### config.mk
export PLATFORM = sky130hd
export DESIGN_NAME = serial_feedback_deframer_core
export DESIGN_NICKNAME = d
export VERILOG_FILES = /design/src/rtl/core/sfd_pkg.sv /design/src/rtl/core/sfd_input_reg.sv /design/src/rtl/core/sfd_frame_engine.sv /design/src/rtl/core/serial_feedback_deframer_core.sv
export SDC_FILE = /design/constraint.sdc
export NUM_CORES = 1
export LEC_CHECK = 0
export BUFFER_PORTS_ARGS = -buffer_cell sky130_fd_sc_hd__buf_2
export CORE_ASPECT_RATIO = 0.75
export CORE_UTILIZATION = 31
export DETAILED_ROUTE_END_ITERATION = 7
export GPL_TIMING_DRIVEN = 1
export SLEW_MARGIN = 5
export SYNTH_ARGS = -nofsm -noshare
export SYNTH_HDL_FRONTEND = slang
export SYNTH_SLANG_ARGS = --single-unit
### constraint.sdc
create_clock -name clk -period 4.05 [get_ports clk]
set_clock_uncertainty 0.2 [all_clocks]
set_input_delay 0.6075 -clock clk [delete_from_list [all_inputs] [get_ports clk]]
set_output_delay 0.6075 -clock clk [all_outputs]
set_load 0.01 [all_outputs]
### src/rtl/core/sfd_pkg.sv
// Shared types and constants for the serial feedback deframer.
package sfd_pkg;

  localparam int unsigned FRAME_BYTES = 18;
  localparam int unsigned NUM_WORDS   = FRAME_BYTES / 2;
  localparam int unsigned SUM_WORDS   = NUM_WORDS - 1;
  localparam int unsigned POS_W       = $clog2(FRAME_BYTES);

  typedef logic [POS_W-1:0] pos_t;

  localparam pos_t POS_IDLE  = pos_t'(0);
  localparam pos_t POS_FIRST = pos_t'(2);
  localparam pos_t POS_LAST  = pos_t'(FRAME_BYTES - 1);

  localparam logic [15:0] START_RESET = 16'hABCD;

  typedef struct packed {
    logic               frame_ok;
    logic signed [15:0] command_one;
    logic signed [15:0] command_two;
    logic signed [15:0] speed_right;
    logic signed [15:0] speed_left;
    logic signed [15:0] battery_voltage;
    logic signed [15:0] board_temperature;
    logic        [15:0] led_command;
  } result_t;

endpackage

### src/rtl/core/sfd_input_reg.sv
// Input register stage for received bytes.
module sfd_input_reg
  import sfd_pkg::*;
(
  input  logic       clk,
  input  logic       rst,
  input  logic       in_valid,
  output logic       in_ready,
  input  logic [7:0] rx_byte,
  output logic       byte_valid,
  input  logic       byte_ready,
  output logic [7:0] byte_data
);

  logic       held;
  logic [7:0] held_byte;

  assign in_ready   = !held || byte_ready;
  assign byte_valid = held;
  assign byte_data  = held_byte;

  always_ff @(posedge clk) begin
    if (rst) begin
      held <= 1'b0;
    end else if (in_ready) begin
      held <= in_valid;
    end
  end

  always_ff @(posedge clk) begin
    if (in_valid && in_ready) begin
      held_byte <= rx_byte;
    end
  end

endmodule

### src/rtl/core/sfd_frame_engine.sv
// Start word search, frame store, checksum and result register.
module sfd_frame_engine
  import sfd_pkg::*;
(
  input  logic        clk,
  input  logic        rst,
  input  logic [15:0] start_word,
  input  logic        byte_valid,
  output logic        byte_ready,
  input  logic [7:0]  byte_data,
  output logic        res_valid,
  input  logic        res_ready,
  output result_t     res
);

  logic [7:0]  previous_byte;
  pos_t        byte_position;
  pos_t        byte_position_next;
  logic [7:0]  frame_store [FRAME_BYTES];
  logic [15:0] word [NUM_WORDS];
  logic [15:0] sum;
  logic        take;
  logic        start_hit;
  logic        complete;
  logic        ok;
  result_t     res_next;

  assign byte_ready = !res_valid || res_ready;
  assign take       = byte_valid && byte_ready;
  assign start_hit  = {byte_data, previous_byte} == start_word;
  assign complete   = take && !start_hit && (byte_position == POS_LAST);

  always_comb begin
    byte_position_next = byte_position;
    if (start_hit) begin
      byte_position_next = POS_FIRST;
    end else if (byte_position == POS_LAST) begin
      byte_position_next = POS_IDLE;
    end else if (byte_position != POS_IDLE) begin
      byte_position_next = byte_position + pos_t'(1);
    end
  end

  always_ff @(posedge clk) begin
    if (rst) begin
      previous_byte <= 8'd0;
      byte_position <= POS_IDLE;
    end else if (take) begin
      previous_byte <= byte_data;
      byte_position <= byte_position_next;
    end
  end

  always_ff @(posedge clk) begin
    if (take) begin
      if (start_hit) begin
        frame_store[0] <= previous_byte;
        frame_store[1] <= byte_data;
      end else if (byte_position != POS_IDLE) begin
        frame_store[byte_position] <= byte_data;
      end
    end
  end

  // last byte of the frame comes straight from the input, not the store
  always_comb begin
    for (int i = 0; i < SUM_WORDS; i++) begin
      word[i] = {frame_store[2*i+1], frame_store[2*i]};
    end
    word[SUM_WORDS] = {byte_data, frame_store[FRAME_BYTES-2]};
  end

  always_comb begin
    sum = 16'd0;
    for (int i = 0; i < SUM_WORDS; i++) begin
      sum = sum ^ word[i];
    end
  end

  assign ok = (word[0] == start_word) && (sum == word[SUM_WORDS]);

  always_comb begin
    res_next                   = '0;
    res_next.frame_ok          = ok;
    if (ok) begin
      res_next.command_one       = word[1];
      res_next.command_two       = word[2];
      res_next.speed_right       = word[3];
      res_next.speed_left        = word[4];
      res_next.battery_voltage   = word[5];
      res_next.board_temperature = word[6];
      res_next.led_command       = word[7];
    end
  end

  always_ff @(posedge clk) begin
    if (rst) begin
      res_valid <= 1'b0;
    end else if (complete) begin
      res_valid <= 1'b1;
    end else if (res_ready) begin
      res_valid <= 1'b0;
    end
  end

  always_ff @(posedge clk) begin
    if (complete) begin
      res <= res_next;
    end
  end

`ifndef ASSERT_OFF
  a_pos_range: assert property (@(posedge clk) disable iff (rst)
    byte_position <= POS_LAST)
    else $error("byte position beyond frame");

  a_pos_not_one: assert property (@(posedge clk) disable iff (rst)
    byte_position != pos_t'(1))
    else $error("byte position stuck between start bytes");

  a_start_restart: assert property (@(posedge clk) disable iff (rst)
    take && start_hit |=> byte_position == POS_FIRST)
    else $error("start word did not restart frame");

  a_result_held: assert property (@(posedge clk) disable iff (rst)
    res_valid && !res_ready |=> res_valid && $stable(res))
    else $error("stalled result lost or changed");

  a_no_overwrite: assert property (@(posedge clk) disable iff (rst)
    res_valid && !res_ready |-> !take)
    else $error("byte taken while result stalled");
`endif

endmodule

### src/rtl/core/serial_feedback_deframer_core.sv
// Top level of the serial feedback deframer.
//
//  channel  dir  handshake              payload
//  in       in   in_valid / in_ready    rx_byte
//  out      out  out_valid / out_ready  frame_ok and seven frame words
//  cfg      in   cfg_we                 cfg_data (start word)
//
// One byte per cycle while no result is stalled; a byte passes the input
// register and then the frame engine, whose result register loads, raising
// out_valid, as the engine takes the byte that completes a frame.
// rst is synchronous: start word returns to 0xABCD, no frame in progress.
// A result waiting on out_ready stalls byte processing; one byte still
// lands in the input register, and in_ready drops after that.
module serial_feedback_deframer_core
  import sfd_pkg::*;
(
  input  logic               clk,
  input  logic               rst,
  input  logic               in_valid,
  output logic               in_ready,
  input  logic [7:0]         rx_byte,
  output logic               out_valid,
  input  logic               out_ready,
  output logic               frame_ok,
  output logic signed [15:0] command_one,
  output logic signed [15:0] command_two,
  output logic signed [15:0] speed_right,
  output logic signed [15:0] speed_left,
  output logic signed [15:0] battery_voltage,
  output logic signed [15:0] board_temperature,
  output logic        [15:0] led_command,
  input  logic               cfg_we,
  input  logic [15:0]        cfg_data
);

  logic [15:0] start_word;
  logic        byte_valid;
  logic        byte_ready;
  logic [7:0]  byte_data;
  result_t     res;

  always_ff @(posedge clk) begin
    if (rst) begin
      start_word <= START_RESET;
    end else if (cfg_we) begin
      start_word <= cfg_data;
    end
  end

  sfd_input_reg u_input_reg (
    .clk        (clk),
    .rst        (rst),
    .in_valid   (in_valid),
    .in_ready   (in_ready),
    .rx_byte    (rx_byte),
    .byte_valid (byte_valid),
    .byte_ready (byte_ready),
    .byte_data  (byte_data)
  );

  sfd_frame_engine u_frame_engine (
    .clk        (clk),
    .rst        (rst),
    .start_word (start_word),
    .byte_valid (byte_valid),
    .byte_ready (byte_ready),
    .byte_data  (byte_data),
    .res_valid  (out_valid),
    .res_ready  (out_ready),
    .res        (res)
  );

  assign frame_ok          = res.frame_ok;
  assign command_one       = res.command_one;
  assign command_two       = res.command_two;
  assign speed_right       = res.speed_right;
  assign speed_left        = res.speed_left;
  assign battery_voltage   = res.battery_voltage;
  assign board_temperature = res.board_temperature;
  assign led_command       = res.led_command;

endmodule
# ---- After elaboration in Yosys (flattened, before gate mapping)
# Memory sizes are Yosys's and may differ from the RTL's.
# Cells that the tools add are included.
dict set report word_totals {
  ram_bits 144
  output_inout_bits 115
  n_memories 1
  register_bits 152
  input_bits 29
  elab_cells 57
}
# name words width read_ports rd_clocked_by_memory_dff wr line_no
set memory_table {}
lappend memory_table {u_frame_engine.frame_store 18 8 17 0 2 sfd_frame_engine.sv:19} ;# logic [7:0] frame_store [FRAME_BYTES];
dict set report classes {
  n_eq_ne 4
  n_mux 15
  n_bitwise 7
  add_sub_neg 1
  n_reduce_logical 15
}
# cell n
set ops {}
lappend ops {{$xor 16x16->16} 7}
lappend ops {{$eq 16x16->1} 3}
lappend ops {{$mux 5} 4}
lappend ops {{$mux 1} 10}
lappend ops {{$mux 8} 1}
lappend ops {{$reduce_or 8->1} 1}
lappend ops {{$add 5x1->5 const B} 1}
lappend ops {{$eq 5x5->1 const B} 1}
lappend ops {{$logic_and 1x1->1} 5}
lappend ops {{$reduce_bool 5->1} 1}
lappend ops {{$logic_not 1->1} 3}
lappend ops {{$reduce_bool 3->1} 1}
lappend ops {{$logic_or 1x1->1} 2}
lappend ops {{$reduce_and 2->1} 1}
lappend ops {{$reduce_bool 2->1} 1}

# ---- Logic depth before layout (Yosys ltp)
dict set report depth {
  ltp_word 9
  ltp_mapped 8
  depth_no_buf 6
}

# ---- Modules after synthesis
# From an unflattened synthesis, not the netlist that was laid out.
dict set report unflattened {
  cells_unflattened 851
  area_unflattened_um2 12308.1
}
# mod cells_per_inst seq_area_each_um2 area_per_inst_um2 n_inst
set by_module_without_submodules {}
lappend by_module_without_submodules {sfd_frame_engine 786 7757.4 11389.7 1}
lappend by_module_without_submodules {serial_feedback_deframer_core 52 320.3 623.1 1}
lappend by_module_without_submodules {sfd_input_reg 13 260.2 295.3 1}

# ---- Worst setup path after synthesis
# OpenSTA, ideal clock, no wires.
dict set report synth_timing {
  path_kind {register -> register}
  start {register u_input_reg.held_byte[0], in the netlist u_input_reg.byte_data[0]}
  end {register u_frame_engine.res[0] (netlist name)}
  path_stages_with_launch 7
  required_ps 3384
  slack_ps -55
  setup_ps 466
  arrival_time_ps 3439
  path_buffers 0
  synth_period_minus_slack_ps 4105
  path_cell_list {edfxtp_1 -> xor2_1 -> nor4_1 -> and4_1 -> nor2_1 -> nand3_1 -> inv_1}
}
dict set report synth_via {
  elab_chain_cells 4
}
# element line_no
set synth_lines {}
lappend synth_lines {{start, declared} sfd_input_reg.sv:16} ;# logic [7:0] held_byte;
lappend synth_lines {{start signal, assigned} sfd_input_reg.sv:32} ;# held_byte <= rx_byte;
lappend synth_lines {{$eq 16x16->1} sfd_frame_engine.sv:30} ;# assign start_hit = {byte_data, previous_byte} == start_word;
lappend synth_lines {{$logic_not 1->1} sfd_frame_engine.sv:31} ;# assign complete = take && !start_hit && (byte_position == POS_LAST);
lappend synth_lines {{$logic_and 1x1->1 (2 in series)} sfd_frame_engine.sv:31}
lappend synth_lines {{via u_frame_engine.complete} sfd_frame_engine.sv:24} ;# logic complete;
# The timed path passes the listed nets, and every way through them passes these cells.
# A chain may end at the register's enable or synchronous reset.

# ---- Final worst setup path
dict set report layout_timing {
  start {register u_input_reg.held_byte[1], in the netlist u_input_reg.byte_data[1]}
  end {register u_frame_engine.res[74] (netlist name)}
}
dict set report layout_via {
  elab_chain_cells 4
}
# element line_no
set layout_lines {}
lappend layout_lines {{$eq 16x16->1} sfd_frame_engine.sv:30}
lappend layout_lines {{$logic_not 1->1} sfd_frame_engine.sv:31}
lappend layout_lines {{$logic_and 1x1->1 (2 in series)} sfd_frame_engine.sv:31}
lappend layout_lines {{via u_frame_engine.complete} sfd_frame_engine.sv:24}
# The timed path passes the listed nets, and every way through them passes these cells.

==> flow_summary.toml <==
[finish]
postLayoutCoreUtil_pct = 37.45
multi_input_area_um2 = 3217
layout.filler_cells = 3685
diodes = 0
drive_above_1_share_pct = 26.73
design.final.nets = 1021
seqCellArea_um2 = 8338
flow.area_growth_from_synthesis_pct = 18.41

[routing]
route.detailed.drc = 0
drtPass1Iterations = 5
post_route_antenna_net_violation_count = 0
drt-vias-per-instance = 4.383
dr.first_iter.drc_count = 525
via_count = 6671
finalWirelength_um = 28070
routedWlPerCell_um = 18.44

[sta]
post-route-worst-setup-slack_ps = 1028
timing.max_slew.rel_slack_pct = 34.56
tns_ps = 0
timing_max_transition_violations_final = 0
timing.final.hold_violations = 0
rsz0062_at_grt = "false"
max_freq_mhz = 330.9
setup_violations = 0
final_period_minus_worst_setup_slack_ps = 3022
worstMarginPinSlew_ps = 981.6
post-route-period-util_pct = 74.63

[floorplanning]
die_h_um = 173.6
rows = 62
floorplan.initialDensity_pct = 31.63
core_um2 = 38480
die-area_um2 = 40060
die_span_in_x_um = 230.8
io_pins = 144

[yosys]
netlist_top_cells_area = "edfxtp_1 (63%), xnor2_1 (6.2%), nor3_2 (5.8%)"
yosysSeqAreaShare_pct = 68.51
synth_top_cell_by_area = "edfxtp_1"
area_fraction_of_the_dominant_cell_type_after_synthesis_pct = 63.41
ys_top_cells_by_count = "edfxtp_1 (257), inv_1 (116), xnor2_1 (86)"
synthMostInstantiatedCell = "edfxtp_1"
synth.net_count = 872
cells_after_synth = 839
ys.flop_type = "edfxtp_1"
yosysWarningCount = 0
synthArstFlopShare_pct = 0
post_synth.cell_area_avg_um2 = 14.51
synth.distinct_cells = 33
synth_seq_cells = 288
post_synth_instance_area_um2 = 12170
synth_enable_flop_cells = 257

[setup_path]
slowest_delay_ps = 670
worstSetupStartpointType = "flop"
worst_setup_path_end_kind = "flop"
timing.critical_path.cells = "buf_4 > xor2_1 > nor4_1 > and4_1 > nor2_1 > nand3_1 > clkinvlp_4 > buf_4"
most_frequent_cell_on_critical_path = "buf_4"
critical_path_slowest_stage_cell = "buf_4"
worstPathArrival_ps = 3010
timing_worst_setup_path_type = "reg2reg"
worst-endpoint-required_ps = 4040
crit_path_max_fanout = 73

[clock_tree]
tritoncts = "done"
ctsHoldBuffers = 1
htree_num_levels = 1
cts.path.max_buffers = 3
cts.reportedPaths.clkPinSlew_ps = 60
num_clock_sinks = 288
cts.repair.resized = 0
postCtsSetupBuffers = 0
worstSkewPairLatency_ps = 570
cts.root.buffer_cell = "clkbuf_16"
cts_inserted_buffers = 29

[min_path]
timing.hold.worst.class = "in2reg"

[placement]
numPortBuffers = 143
finalWeightedCongestion = 0.7990
detailed_place_hpwl_um = 19600
dp_slack_ps = 941.4

[grt]
wire_length_of_the_first_global_routing_pass_um = 41970
grt_start_max_net_pins = 105
antenna_found_initial = 0
globalRouteOverflowTotal = 0
track_usage_pct = 14.07
first_global_vias = 6660

[power]
ir_drop_uv = 296.5
p_per_area_nw_per_um2 = 424.4
total_leakage_power_nw = 5.734

[run]
timing.max_cap.violations = 0

[status]
status = "finished, final reports clean"
==> path summary, 6_finish.rpt <==
path / startpoint / endpoint / slack, ps / cells after the start
min reg2reg: u_frame_engine.previous_byte[2] / u_frame_engine.frame_store[0][2] / 280 / 0
max reg2reg: u_input_reg.byte_data[1] / u_frame_engine.res[74] / 1030 / 8
max: u_input_reg.byte_data[1] / u_frame_engine.res[74] / 1030 / 8
min: rx_byte[5] / u_input_reg.byte_data[5] / 20 / 1
==> layout make-up <==
cell class / count / share of cell area, %
clock buffer: 33 / 5.140
inverter: 116 / 3.047
sequential: 288 / 57.86
clock inverter: 20 / 1.233
tap: 512 / 4.445
multi-input combinational: 393 / 22.32
timing repair buffer: 160 / 5.956
==> through the flow <==
| stage | hold WS, ps | instances | area [um^2] | power [mW] |
|---|---|---|---|---|
| after detailed placement | 268.0 | 1468 | 13480 | 3.548 |
| after global routing | 2.073 | 1522 | 14410 | 6.319 |
| after CTS | 0.8180 | 1522 | 14410 | 6.180 |
| after floorplan | 259.9 | 839 | 12170 | 3.459 |
| after global placement | 262.4 | 1468 | 13480 | 3.543 |
| final | 19.98 | 1522 | 14410 | 6.116 |
==> registers in the layout, summed over array words and instances, names as in the netlist <==
| register | count |
|---|---|
| start_word | 16 |
| u_frame_engine.byte_position | 5 |
| u_frame_engine.frame_store | 136 |
| u_frame_engine.previous_byte | 8 |
| u_frame_engine.res | 113 |
| u_frame_engine.res_valid | 1 |
| u_input_reg.byte_data | 8 |
| u_input_reg.byte_valid | 1 |
==> worst max-delay path, delay by kind of cell (launching register included) <==
kind	cells	cell delay, ps
xor gates and xnor gates	1	180
buffers and inverters	3	1140
DFF	1	330
and+or+nand+nor	4	660
==> cells in the final DEF (no fill, tap or decap), types with 11 or more instances in the layout <==
cell and count:
edfxtp_1 257, buf_2 143, inv_1 115, xnor2_1 86, nor3_2 70, xor2_1 50, nor3_1 44, dfxtp_1 31
clkbuf_16 29, nand2_1 23, buf_4 15, nor2_1 14, a21oi_1 13, xnor3_1 13, nor4_1 11
==> power breakdown <==
group	switching, mW	total, mW	internal (mW)
clock	1.13	2.63	1.50
sequential	0.0332	3.28	3.25
combinational	0.137	0.206	0.0688
total	1.30	6.12	4.82
==> cells by family after synthesis <==
family,after synthesis,synth area share [%]
simple gates,206,11.70
mux,6,0.4935
xor+xnor,149,12.19
flops,288,68.51
fa+ha+maj,4,0.4112
compound gates,28,1.532
buf+inv,158,5.161
==> per-layer routing <==
| metal | vias up | track usage, % | wire length, um |
|---|---|---|---|
| li1 | 3194 | - | - |
| met1 | 3237 | 21.38 | 13710 |
| met2 | 204 | 20.35 | 12070 |
| met3 | 36 | 3.306 | 1750 |
| met4 | 0 | 2.677 | 531 |
| met5 | - | 0 | 0 |
No activity file was read; power rests on OpenSTA's default activity.
